--- src/hw/rtl/h264_rtp_fragment_reassembly_control_core_assert.svh ---
// ----------------------------------------------------------------------------
// H.264 RTP depacketizer control - assertion macros
// Concurrent checks on the core's clock; empty bodies for synthesis.
// ----------------------------------------------------------------------------
`ifndef H264_RTP_FRAGMENT_REASSEMBLY_CONTROL_CORE_ASSERT_SVH
`define H264_RTP_FRAGMENT_REASSEMBLY_CONTROL_CORE_ASSERT_SVH

`ifndef SYNTHESIS
// check outside reset
`define H264RFR_ASSERT(label, prop) \
    label: assert property (@(posedge i_clk) disable iff (!i_rst_n) prop) \
        else $error("h264rfr assertion failed");
// check at every edge, reset included
`define H264RFR_ASSERT_RST(label, prop) \
    label: assert property (@(posedge i_clk) prop) \
        else $error("h264rfr reset assertion failed");
`else
`define H264RFR_ASSERT(label, prop)
`define H264RFR_ASSERT_RST(label, prop)
`endif

`endif

--- src/hw/rtl/h264rfr_pkg.sv ---
// ----------------------------------------------------------------------------
// H.264 RTP depacketizer control - package
// Request/result payload types, state types, codes and constants.
// ----------------------------------------------------------------------------
package h264rfr_pkg;

    localparam logic [4:0]  NAL_TYPE_FU_A   = 5'd28;
    localparam logic [4:0]  NAL_TYPE_LIMIT  = 5'd24;
    localparam logic [4:0]  NAL_TYPE_SPS    = 5'd7;
    localparam logic [4:0]  NAL_TYPE_PPS    = 5'd8;
    localparam int unsigned FU_START_BIT    = 7;
    localparam int unsigned FU_END_BIT      = 6;
    localparam logic [7:0]  NAL_NRI_MASK    = 8'hE0;
    localparam logic [15:0] SEQ_MAX         = 16'hFFFF;
    localparam logic [1:0]  SKIP_FU         = 2'd2;
    localparam logic [1:0]  SKIP_NONE       = 2'd0;

    localparam logic [14:0] MAX_SEQ_GAP_RST = 15'd100;
    localparam logic [10:0] MAX_FRAG_RST    = 11'd1024;

    localparam logic        CFG_IDX_SEQ_GAP  = 1'b0;
    localparam logic        CFG_IDX_MAX_FRAG = 1'b1;

    localparam logic [1:0]  PS_OTHER = 2'd0;
    localparam logic [1:0]  PS_SPS   = 2'd1;
    localparam logic [1:0]  PS_PPS   = 2'd2;

    typedef enum logic [3:0] {
        DISP_IGNORED     = 4'd0,
        DISP_SINGLE      = 4'd1,
        DISP_RUN_START   = 4'd2,
        DISP_FRAGMENT    = 4'd3,
        DISP_COMMITTED   = 4'd4,
        DISP_INCOMPLETE  = 4'd5,
        DISP_ABORTED     = 4'd6,
        DISP_STALE       = 4'd7,
        DISP_UNSUPPORTED = 4'd8
    } t_disp;

    typedef struct packed {
        logic [15:0] sequence_req;
        logic        marker;
        logic [15:0] payload_length;
        logic [7:0]  first_byte;
        logic [7:0]  second_byte;
    } t_in_req;

    typedef struct packed {
        t_disp       disposition;
        logic [7:0]  nal_header;
        logic [1:0]  skip_bytes;
        logic        frame_discarded;
        logic        frame_ready;
        logic [1:0]  parameter_set;
        logic [10:0] unit_fragments;
    } t_out_rsp;

    typedef struct packed {
        logic        active;
        logic [15:0] next_seq;
        logic        broken;
        logic [10:0] count;
    } t_run;

    typedef struct packed {
        logic [15:0] last_seq;
        t_run        run;
        logic        frame_has_data;
    } t_state;

    typedef struct packed {
        logic [14:0] max_seq_gap;
        logic [10:0] max_fragments;
    } t_cfg;

    function automatic logic [1:0] ps_kind(input logic [4:0] nal_type);
        logic [1:0] kind;
        kind = PS_OTHER;
        if (nal_type == NAL_TYPE_SPS) kind = PS_SPS;
        else if (nal_type == NAL_TYPE_PPS) kind = PS_PPS;
        return kind;
    endfunction

endpackage

--- src/hw/rtl/h264rfr_state.sv ---
// ----------------------------------------------------------------------------
// H.264 RTP depacketizer control - state and configuration registers
// Holds sequence/run/frame state and the two config registers.
// ----------------------------------------------------------------------------
module h264rfr_state (
    input  logic                 i_clk,
    input  logic                 i_rst_n,
    input  logic                 i_cfg_we,
    input  logic                 i_cfg_idx,
    input  logic [14:0]          i_cfg_data,
    input  logic                 i_advance,
    input  h264rfr_pkg::t_state  i_next,
    output h264rfr_pkg::t_state  o_state,
    output h264rfr_pkg::t_cfg    o_cfg
);
    import h264rfr_pkg::*;

    t_state r_state;
    t_cfg   r_cfg;

    always_ff @(posedge i_clk) begin
        if (!i_rst_n) begin
            r_state <= '0;
        end else if (i_advance) begin
            r_state <= i_next;
        end
    end

    always_ff @(posedge i_clk) begin
        if (!i_rst_n) begin
            r_cfg.max_seq_gap   <= MAX_SEQ_GAP_RST;
            r_cfg.max_fragments <= MAX_FRAG_RST;
        end else if (i_cfg_we) begin
            unique case (i_cfg_idx)
                CFG_IDX_SEQ_GAP:  r_cfg.max_seq_gap   <= i_cfg_data;
                CFG_IDX_MAX_FRAG: r_cfg.max_fragments <= i_cfg_data[10:0];
                default:          r_cfg <= r_cfg;
            endcase
        end
    end

    assign o_state = r_state;
    assign o_cfg   = r_cfg;

endmodule

--- src/hw/rtl/h264rfr_decide.sv ---
// ----------------------------------------------------------------------------
// H.264 RTP depacketizer control - packet decision
// Classifies one packet header and computes result and next state.
// ----------------------------------------------------------------------------
module h264rfr_decide (
    input  h264rfr_pkg::t_in_req  i_req,
    input  h264rfr_pkg::t_state   i_state,
    input  h264rfr_pkg::t_cfg     i_cfg,
    output h264rfr_pkg::t_state   o_next,
    output h264rfr_pkg::t_out_rsp o_rsp
);
    import h264rfr_pkg::*;

    logic [15:0] seq;
    logic [15:0] last;
    logic [15:0] gap_ext;
    logic [15:0] wrap_lim;
    logic [15:0] seq_dist;
    logic [15:0] run_dist;
    logic [4:0]  nal_type;
    logic [4:0]  fu_type;
    logic [7:0]  rebuilt;
    logic [11:0] cnt_inc;
    logic        seen;
    logic        dup;
    logic        broken_new;
    logic        check;
    t_state      nst;
    t_out_rsp    rsp;

    assign seq      = i_req.sequence_req;
    assign last     = i_state.last_seq;
    assign gap_ext  = {1'b0, i_cfg.max_seq_gap};
    assign wrap_lim = SEQ_MAX - gap_ext;
    assign seen     = (last != '0);
    // forward distance mod 2^16
    assign seq_dist = seq - last;
    assign nal_type = i_req.first_byte[4:0];
    assign fu_type  = i_req.second_byte[4:0];
    assign rebuilt  = (i_req.first_byte & NAL_NRI_MASK) | {3'b000, fu_type};
    // a low sequence after a high last one is a wrap, not a duplicate
    assign dup      = seen && (seq <= last) && !((last > wrap_lim) && (seq < gap_ext));

    always_comb begin
        nst        = i_state;
        rsp        = '0;
        rsp.disposition = DISP_IGNORED;
        check      = 1'b0;
        run_dist   = '0;
        cnt_inc    = '0;
        broken_new = 1'b0;
        priority if (i_req.payload_length == '0) begin
            nst = i_state;
        end else if (dup) begin
            rsp.disposition = DISP_STALE;
        end else begin
            if (seen && (seq_dist > gap_ext)) begin
                nst.run            = '0;
                nst.frame_has_data = 1'b0;
                rsp.frame_discarded = 1'b1;
            end
            run_dist   = seq - nst.run.next_seq;
            cnt_inc    = {1'b0, nst.run.count} + 12'd1;
            broken_new = nst.run.broken || (seq != nst.run.next_seq) ||
                         (nst.run.next_seq == '0);

            priority if ((nal_type != '0) && (nal_type < NAL_TYPE_LIMIT)) begin
                nst.run            = '0;
                rsp.disposition    = DISP_SINGLE;
                rsp.nal_header     = i_req.first_byte;
                rsp.parameter_set  = ps_kind(nal_type);
                nst.frame_has_data = 1'b1;
                check              = 1'b1;
            end else if (nal_type == NAL_TYPE_FU_A) begin
                priority if ((i_req.payload_length < 16'd2) || (fu_type == '0) ||
                             (fu_type >= NAL_TYPE_LIMIT)) begin
                    nst.run         = '0;
                    rsp.disposition = DISP_ABORTED;
                end else if (i_req.second_byte[FU_START_BIT]) begin
                    nst.run = '0;
                    priority if (i_req.payload_length == 16'd2) begin
                        rsp.disposition = DISP_ABORTED;
                    end else if (i_cfg.max_fragments == '0) begin
                        rsp.disposition = DISP_ABORTED;
                        check           = 1'b1;
                    end else begin
                        nst.run.active   = 1'b1;
                        nst.run.next_seq = seq + 16'd1;
                        nst.run.count    = 11'd1;
                        rsp.disposition  = DISP_RUN_START;
                        rsp.nal_header   = rebuilt;
                        rsp.skip_bytes   = SKIP_FU;
                        check            = 1'b1;
                    end
                end else if (nst.run.active) begin
                    priority if (seq < nst.run.next_seq) begin
                        rsp.disposition = DISP_STALE;
                    end else if (run_dist > gap_ext) begin
                        nst.run         = '0;
                        rsp.disposition = DISP_ABORTED;
                    end else if (cnt_inc > {1'b0, i_cfg.max_fragments}) begin
                        nst.run         = '0;
                        rsp.disposition = DISP_ABORTED;
                    end else begin
                        nst.run.broken   = broken_new;
                        nst.run.count    = cnt_inc[10:0];
                        nst.run.next_seq = seq + 16'd1;
                        rsp.nal_header   = rebuilt;
                        rsp.skip_bytes   = SKIP_FU;
                        check            = 1'b1;
                        if (i_req.second_byte[FU_END_BIT]) begin
                            // wrap inside the run leaves it incomplete
                            if (!broken_new && (seq != SEQ_MAX)) begin
                                nst.frame_has_data = 1'b1;
                                rsp.parameter_set  = ps_kind(fu_type);
                                rsp.disposition    = DISP_COMMITTED;
                            end else begin
                                rsp.disposition = DISP_INCOMPLETE;
                            end
                            nst.run = '0;
                        end else begin
                            rsp.disposition = DISP_FRAGMENT;
                        end
                    end
                end else begin
                    rsp.disposition = DISP_IGNORED;
                    check           = 1'b1;
                end
            end else begin
                rsp.disposition = DISP_UNSUPPORTED;
                check           = 1'b1;
            end

            if (check && i_req.marker && nst.frame_has_data) begin
                rsp.frame_ready    = 1'b1;
                nst.frame_has_data = 1'b0;
            end
            nst.last_seq = seq;
        end
        rsp.unit_fragments = nst.run.count;
    end

    assign o_next = nst;
    assign o_rsp  = rsp;

endmodule

--- src/hw/rtl/h264_rtp_fragment_reassembly_control_core.sv ---
// ----------------------------------------------------------------------------
// H.264 RTP depacketizer control - top level
// Per-packet disposition for single NAL units and FU-A fragment runs.
//
//   channel   dir   handshake                     payload
//   in        in    i_in_valid / o_in_stall       i_in_data  (t_in_req)
//   out       out   o_out_valid / i_out_stall     o_out_data (t_out_rsp)
//   cfg       in    i_cfg_we                      i_cfg_idx, i_cfg_data
//
// One request per cycle sustained while i_out_stall is low; a request passes
// the request register, then the decision into the result register. State
// updates as the request leaves the request register. A stalled result holds
// the request register; a new request is still taken while the result
// register is free or drains. Reset is synchronous; no clearing pass.
// ----------------------------------------------------------------------------
`include "h264_rtp_fragment_reassembly_control_core_assert.svh"

module h264_rtp_fragment_reassembly_control_core (
    input  logic                   i_clk,
    input  logic                   i_rst_n,
    input  logic                   i_in_valid,
    output logic                   o_in_stall,
    input  h264rfr_pkg::t_in_req   i_in_data,
    output logic                   o_out_valid,
    input  logic                   i_out_stall,
    output h264rfr_pkg::t_out_rsp  o_out_data,
    input  logic                   i_cfg_we,
    input  logic                   i_cfg_idx,
    input  logic [14:0]            i_cfg_data
);
    import h264rfr_pkg::*;

    logic     r_in_valid;
    t_in_req  r_in;
    logic     r_out_valid;
    t_out_rsp r_out;
    logic     advance;
    logic     in_take;
    t_state   state;
    t_state   next_state;
    t_cfg     cfg;
    t_out_rsp rsp;

    assign advance    = r_in_valid && (!r_out_valid || !i_out_stall);
    assign o_in_stall = r_in_valid && !advance;
    assign in_take    = i_in_valid && !o_in_stall;

    always_ff @(posedge i_clk) begin
        if (!i_rst_n) begin
            r_in_valid <= 1'b0;
        end else if (in_take) begin
            r_in_valid <= 1'b1;
        end else if (advance) begin
            r_in_valid <= 1'b0;
        end
    end

    always_ff @(posedge i_clk) begin
        if (in_take) begin
            r_in <= i_in_data;
        end
    end

    h264rfr_state u_state (
        .i_clk      (i_clk),
        .i_rst_n    (i_rst_n),
        .i_cfg_we   (i_cfg_we),
        .i_cfg_idx  (i_cfg_idx),
        .i_cfg_data (i_cfg_data),
        .i_advance  (advance),
        .i_next     (next_state),
        .o_state    (state),
        .o_cfg      (cfg)
    );

    h264rfr_decide u_decide (
        .i_req   (r_in),
        .i_state (state),
        .i_cfg   (cfg),
        .o_next  (next_state),
        .o_rsp   (rsp)
    );

    always_ff @(posedge i_clk) begin
        if (!i_rst_n) begin
            r_out_valid <= 1'b0;
        end else if (advance) begin
            r_out_valid <= 1'b1;
        end else if (!i_out_stall) begin
            r_out_valid <= 1'b0;
        end
    end

    always_ff @(posedge i_clk) begin
        if (advance) begin
            r_out <= rsp;
        end
    end

    assign o_out_valid = r_out_valid;
    assign o_out_data  = r_out;

    // an active run always holds at least one fragment, an idle one none
    `H264RFR_ASSERT(a_run_count_active, (state.run.active == (state.run.count != '0)))
    // stale or duplicate packets never close a frame
    `H264RFR_ASSERT(a_stale_not_ready, (o_out_valid && o_out_data.frame_ready) |-> (o_out_data.disposition != DISP_STALE))
    // payload skip only for fragments that are written
    `H264RFR_ASSERT(a_skip_matches_disp, (o_out_valid && (o_out_data.skip_bytes == SKIP_FU)) |-> (o_out_data.disposition == DISP_RUN_START || o_out_data.disposition == DISP_FRAGMENT || o_out_data.disposition == DISP_COMMITTED || o_out_data.disposition == DISP_INCOMPLETE))
    // no result right after reset
    `H264RFR_ASSERT_RST(a_reset_no_result, !i_rst_n |=> !o_out_valid)

endmodule
--- config.mk ---
export PLATFORM = sky130hd
export DESIGN_NAME = h264_rtp_fragment_reassembly_control_core
export DESIGN_NICKNAME = d
export VERILOG_FILES = /design/src/hw/rtl/h264rfr_pkg.sv /design/src/hw/rtl/h264rfr_state.sv /design/src/hw/rtl/h264rfr_decide.sv /design/src/hw/rtl/h264_rtp_fragment_reassembly_control_core.sv
export VERILOG_INCLUDE_DIRS = /design/src /design/src/hw/rtl
export SDC_FILE = /design/constraint.sdc
export NUM_CORES = 1
export LEC_CHECK = 0
export BUFFER_PORTS_ARGS = -buffer_cell sky130_fd_sc_hd__buf_2
export CAP_MARGIN = 15
export CORE_ASPECT_RATIO = 0.75
export CORE_MARGIN = 3
export CORE_UTILIZATION = 40
export CTS_CLUSTER_SIZE = 12
export DETAILED_ROUTE_END_ITERATION = 8
export GPL_TIMING_DRIVEN = 0
export PLACE_DENSITY = 0.57
export SLEW_MARGIN = 20
export SYNTH_ARGS = -nofsm -noshare
export SYNTH_HDL_FRONTEND = slang
export SYNTH_SLANG_ARGS = --single-unit
--- constraint.sdc ---
create_clock -name i_clk -period 17.7 [get_ports i_clk]
set_clock_uncertainty 0.1 [all_clocks]
set_input_delay 3.54 -clock i_clk [delete_from_list [all_inputs] [get_ports i_clk]]
set_output_delay 3.54 -clock i_clk [all_outputs]
set_load 0.05 [all_outputs]
### Word-level counts from Yosys, hierarchy flattened

Index checks and enable logic that the tools add are counted.

* register bits after elaboration: 152
* input bits: 70
* output and inout port bits: 31
* logic and storage cells: 165

* add/subtract/negate cells: 5
* magnitude comparators: 10
* equality and inequality tests: 9
* multiplexer cells: 78
* bitwise operators: 5
* reduce and logical (&&, ||, !) cells: 35

Operator list (number)
* $mux 30: 10
* $mux 29: 4
* $mux 10: 8
* $mux 17: 2
* $gt 16x15->1: 2
* $logic_not 16->1: 2
* $sub 16x16->16: 2
* $mux 2: 14
* $mux 4: 7
* $mux 1: 25
* $mux 12: 2
* $mux 11: 2
* $add 16x1->16 const B: 1
* $eq 16x2->1 const B: 1
* $gt 16x16->1: 1
* $le 16x16->1: 1
* $lt 16x15->1: 1
* $lt 16x16->1: 1
* $lt 16x2->1 const B: 1
* $ne 16x16->1: 1
* $ne 16x16->1 const B: 1
* $reduce_bool 16->1: 1
* $sub 16x15->16 const A: 1
* $mux 14: 1
* 23 further kinds: 50

### Logic depth before layout (Yosys ltp)

* depth in word-level cells: 28
* gate-level depth with buffers: 42
* gate-level depth less buffers: 38

### Modules after synthesis

Synthesis repeated with hierarchy kept, for this count alone.

* cells, all modules: 1095
* area total of the unflattened synthesis: 10496.3 sq um

By module, submodules not included
* h264rfr_decide: instances 1, cells each 754, area each 5291.3 sq um, sequential area each 0.0 sq um
* h264rfr_state: instances 1, cells each 255, area each 2778.9 sq um, sequential area each 1441.4 sq um
* h264_rtp_fragment_reassembly_control_core: instances 1, cells each 86, area each 2426.1 sq um, sequential area each 2382.3 sq um

### Worst setup path before layout

OpenSTA, ideal clock, no wires.

* path kind: reg2reg
* from: register r_in[33] (netlist bit)
* to: register u_state.r_state, in the netlist u_state.o_state[29]
* setup time: 0.070 ns
* data arrival time: 7.595 ns
* required time: 17.530 ns
* slack: 9.935 ns
* stages on the path, launching flop included: 42
* path buffers: 4
* clock period less this slack: 7.765 ns
* cell sequence: edfxtp_1 -> inv_1 -> ha_1 -> fa_1 -> nor2b_1 -> o21bai_1 -> a21oi_1 -> o21ai_0 -> nand2b_1 -> a21o_1 -> a21oi_1 -> xnor2_1 -> ha_1 -> a21oi_1 -> a21boi_0 -> or3b_1 -> o311ai_4 -> o211a_1 -> [6 not listed] -> nand2_1 -> o21ai_2 -> nor2b_1 -> o21ai_0 -> a21boi_0 -> o21ai_0 -> nand2_1 -> xnor2_1 -> ha_1 -> nand4_1 -> nor4_1 -> or2_2 -> o211ai_1 -> nor3_4 -> buf_4 -> a211oi_1 -> or4_1 -> a21oi_1

* longest elaborated chain between the ends: 18
* elaborated cells between the ends (all ways): 29
* those cells by class: add/sub (3); order compare (6); mux (13); bitwise (1); reduce/logical (6)

Ends and longest elaborated chain
* start, declared: RTL line h264_rtp_fragment_reassembly_control_core.sv:34 `t_in_req r_in;`
* start signal, assigned: RTL line h264_rtp_fragment_reassembly_control_core.sv:60 `r_in <= i_in_data;`
* $sub 16x16->16: RTL line h264rfr_decide.sv:37 `assign seq_dist = seq - last;`
* $gt 16x15->1: RTL line h264rfr_decide.sv:57 `if (seen && (seq_dist > gap_ext)) begin`
* $logic_and 1x1->1: RTL line h264rfr_decide.sv:57
* $mux 30: RTL line h264rfr_decide.sv:57
* $mux 30: RTL line h264rfr_decide.sv:54 `end else if (dup) begin`
* $mux 30: RTL line h264rfr_decide.sv:52 `priority if (i_req.payload_length == '0) begin`
* $add 11x1->12: RTL line h264rfr_decide.sv:63 `cnt_inc = {1'b0, nst.run.count} + 12'd1;`
* $gt 12x11->1: RTL line h264rfr_decide.sv:101 `end else if (cnt_inc > {1'b0, i_cfg.max_fragments}) begin`
* [2 not listed]
* $mux 30: RTL line h264rfr_decide.sv:96 `priority if (seq < nst.run.next_seq) begin`
* $mux 30: RTL line h264rfr_decide.sv:95 `end else if (nst.run.active) begin`
* $mux 29: RTL line h264rfr_decide.sv:79 `end else if (i_req.second_byte[FU_START_BIT]) begin`
* $mux 29: RTL line h264rfr_decide.sv:75 `priority if ((i_req.payload_length < 16'd2) || (fu_type == '0) ||`
* $mux 30: RTL line h264rfr_decide.sv:74 `end else if (nal_type == NAL_TYPE_FU_A) begin`
* $mux 30: RTL line h264rfr_decide.sv:67 `priority if ((nal_type != '0) && (nal_type < NAL_TYPE_LIMIT)) begin`
* $mux 30: RTL line h264rfr_decide.sv:54
* $mux 30: RTL line h264rfr_decide.sv:52
* end signal, assigned: RTL line h264rfr_state.sv:25 `r_state <= i_next;`
* end, declared: RTL line h264rfr_state.sv:18 `t_state r_state;`

Several ways; a longest one is shown, not always the timed one. The select of a mux whose other input is x is not followed.
A chain may end at the register's enable or synchronous reset.

### Final worst setup path

* from: register r_in[33] (netlist bit)
* to: register u_state.r_state, in the netlist u_state.o_state[1]

* longest elaborated chain between the ends: 20
* elaborated cells between the ends (all ways): 30
* those cells by class: add/sub (3); order compare (6); mux (16); reduce/logical (5)

Ends and longest elaborated chain (RTL line)
* $sub 16x16->16: h264rfr_decide.sv:37
* $gt 16x15->1: h264rfr_decide.sv:57
* $logic_and 1x1->1: h264rfr_decide.sv:57
* $mux 30: h264rfr_decide.sv:57
* $mux 30: h264rfr_decide.sv:54
* $mux 30: h264rfr_decide.sv:52
* $add 11x1->12: h264rfr_decide.sv:63
* $gt 12x11->1 or $mux 30 (tied branches): h264rfr_decide.sv:101, h264rfr_decide.sv:111
* [4 not listed]
* $mux 29: h264rfr_decide.sv:79
* $mux 29: h264rfr_decide.sv:75
* $mux 30: h264rfr_decide.sv:74
* $mux 30: h264rfr_decide.sv:67
* $mux 30: h264rfr_decide.sv:54
* $mux 30: h264rfr_decide.sv:52
* $mux 12 (*): h264rfr_decide.sv:54
* $mux 12 (*): h264rfr_decide.sv:52

Every way passes the cells marked *; elsewhere a longest branch is shown, timed or not. The select of a mux whose other input is x is not followed.

==> impl_metrics.toml <==
[job]
drv_cap = 0

[logic_synthesis]
synthTopCellsByArea = "edfxtp_1 (23%), dfxtp_1 (15%), ha_1 (13%), nand2_1 (5.7%), a21oi_1 (5.1%)"
synth-edff-count = 76
synth_seq_cells = 150
yosysTopAreaCell = "edfxtp_1"
synth_cell_types = 86
yosysSeqAreaShare_pct = 37.2
synth_cells = 1143
async_flop_share_pct = 0
syn-num-nets = 1319
avgSynthCellArea_sq_um = 8.86
yosysWarnings = 0
synth_top_area_share_pct = 22.5
netlist_area_sq_um = 10100
ys.flop_type = "edfxtp_1"

[sta]
slew_headroom_pct = 39.6
setup_viol = 0
hold_violations = 0
period_needed_ns = 10.00
min_period_over_period_pct = 56.5
max_clock_freq_mhz = 100
worstMarginPinSlew_ns = 0.900
rsz0062_at_grt = "no"
setup_ws_ns = 7.70
final.setup.tns_ns = 0
final-max-slew-violation-count = 0
hold_ws_ns = 0.374

[critical_path]
cp.required_ns = 17.92
r2r_slack_ns = 7.70
path_buf_inv = 5
end_kind = "register"
reg2reg_to = "u_state.o_state[1]"
cp-start-kind = "register"
cp_max_fo = 10
r2r_start = "r_in[33]"
cp_num_cells = 41
critPathSlowestCell = "clkbuf_1"
cp_slowest_stage_delay_ns = 0.60
ff2ff_path_depth = 41
endpoint = "u_state.o_state[1]"
worst_path_dominant_cell_family = "compound AO/OA/AOI/OAI gates"
cp-startpoint = "r_in[33]"
crit_type = "register to register"
path_common_cell = "ha_1"
worstPathArrival_ns = 10.22

[clock_tree]
cts_hold_buf = 0
cts_buffers = 17
post-cts-setup-buffers = 0
tritoncts = "done"
ctsRootBufferMaster = "clkbuf_16"
htree_num_levels = 4
cts_resized = 0
clk_pin_slew_ns = 0.06
cts_buffer_depth = 2
cts.sinks = 150
clk_latency_ns = 0.44

[cells_and_area]
final_area_sq_um = 11700
fin_nets = 1438
n_antenna_cell = 0
stdcell_count = 1606
seq_area_sq_um = 3760
drive_gt1_share_pct = 12.9
multi_input_area_sq_um = 5940
fillCellCount = 2395
area_delta_synth_final_pct = 15.5

[global_routing]
first_global_vias = 8558
grt_max_degree = 35
grt_usage_pct = 22.7
grt-ovfl-total = 0
grt_pass1_wl_mm = 47.7
antenna_found_initial = 0

[routing]
routed_wl_mm = 30.4
remaining_drc_errors = 0
first_iter_violations = 846
via_per_inst = 5.68
drt-pass1-iter-count = 7
vias = 9120
ant_nets = 0
routedWlPerCell_um = 18.9

[placed_design]
dp.cells = 1574
post_dp_cell_area_sq_um = 11100
dpl.hpwl_mm = 24.2
place_congestion = 0.950
post-place-ws_ns = 7.88
io_buffer_count = 98

[floorplan]
initial_utilization_pct = 41.5
fp-row-count = 49
dieArea_sq_um = 27300
die_h_um = 144
core_sq_um = 24400
num_io_pins = 101
fp.dieW_um = 190

[min_path]
min_path_type = "register to register"

[outcome]
outcome = "complete, no violations"

[power_and_ir_drop]
p_leak_nw = 4.55
p_per_area_nw_per_um2 = 88.1
ir_worst_vdd_mv = 0.0666
[synth_stat cells, types with 7 or more instances]
master    count
a211oi_1      9
a21boi_0      7
a21o_1       22
a21oi_1     103
a41oi_1       7
and2_1        8
and3_1       16
clkbuf_1     23
dfxtp_1      74
edfxtp_1     76
ha_1        104
inv_1        70
nand2_1     154
nand2b_1     13
nand3_1      32
nand4_1      27
nor2_1       80
nor2b_1      14
nor3_1       31
nor4_1       23
o211ai_1     16
o21a_1       18
o21ai_0      35
xnor2_1      34
xor2_1       12
[cell families after synthesis]
kind of cell | after synthesis | synth area share [%]
fa+ha+maj | 106 | 13.2
simple gates | 432 | 21.2
buf+inv | 108 | 4.26
compound gates | 300 | 20.1
other cells | 1 | 0.0370
xor+xnor | 46 | 3.98
flops | 150 | 37.2
[layer usage]
layer,GRT usage (%),wire [um]
met3,5.10,2410
met1,35.7,15600
met5,0,0
met4,5.60,420
met2,30.8,12000
[stage by stage]
| stage | utilization, % | power (mW) |
|---|---|---|
| floorplan | - | 0.576 |
| global placement | 45.2 | 0.650 |
| detailed placement | 45.4 | 0.653 |
| CTS | 47.9 | 1.04 |
| global route | 47.9 | 1.08 |
| finish | 47.9 | 1.03 |
[placed cells by master, fill, tap and decap left out, drive strengths merged, types with 40 or more instances in the layout]
cell type,n
dfxtp,74
edfxtp,76
a21oi,105
inv,78
ha,104
clkbuf,40
o21ai,41
nand2,155
buf,114
nor2,80
[final cells by class]
type / count / area share (%)
multi-input cells: 885 / 50.8
flip-flops and latches: 150 / 32.2
repair buffers: 100 / 4.60
clock buffers: 17 / 3.64
well taps: 331 / 3.54
inverters: 71 / 2.29
clock inverters: 15 / 1.57
plain buffers: 37 / 1.41
[state kept, by name, indices dropped and copies added (netlist names)]
name and count:
o_out_data 28, r_in 48, r_in_valid 1, o_out_valid 1
u_state.o_state 46, u_state.o_cfg 26
[power breakdown]
group	total (mW)	leakage [nW]	internal, mW	switching (mW)
Combinational	0.248	2.93	0.0839	0.164
Clock	0.381	0.294	0.214	0.167
Sequential	0.401	1.33	0.384	0.0177
Total	1.03	4.55	0.682	0.349
[worst min path at each step]
stage	startpoint	endpoint	slack, ns	cells after the start
finish	u_state.o_cfg[4]	u_state.o_cfg[4]	0.37	2
detailed placement	u_state.o_cfg[4]	u_state.o_cfg[4]	0.36	2
CTS	u_state.o_cfg[4]	u_state.o_cfg[4]	0.37	2
global placement	u_state.o_state[0]	u_state.o_state[0]	0.37	2
global route	u_state.o_cfg[4]	u_state.o_cfg[4]	0.40	2
floorplan	u_state.o_cfg[9]	u_state.o_cfg[9]	0.35	2
[tightest hold or removal path, delay by kind of cell, from the launching register on]
kind | cells | cell delay (ns)
flops | 1 | 0.32
compound gates | 1 | 0.06
simple gates | 1 | 0.05
Power figures use the tool's default switching activity.
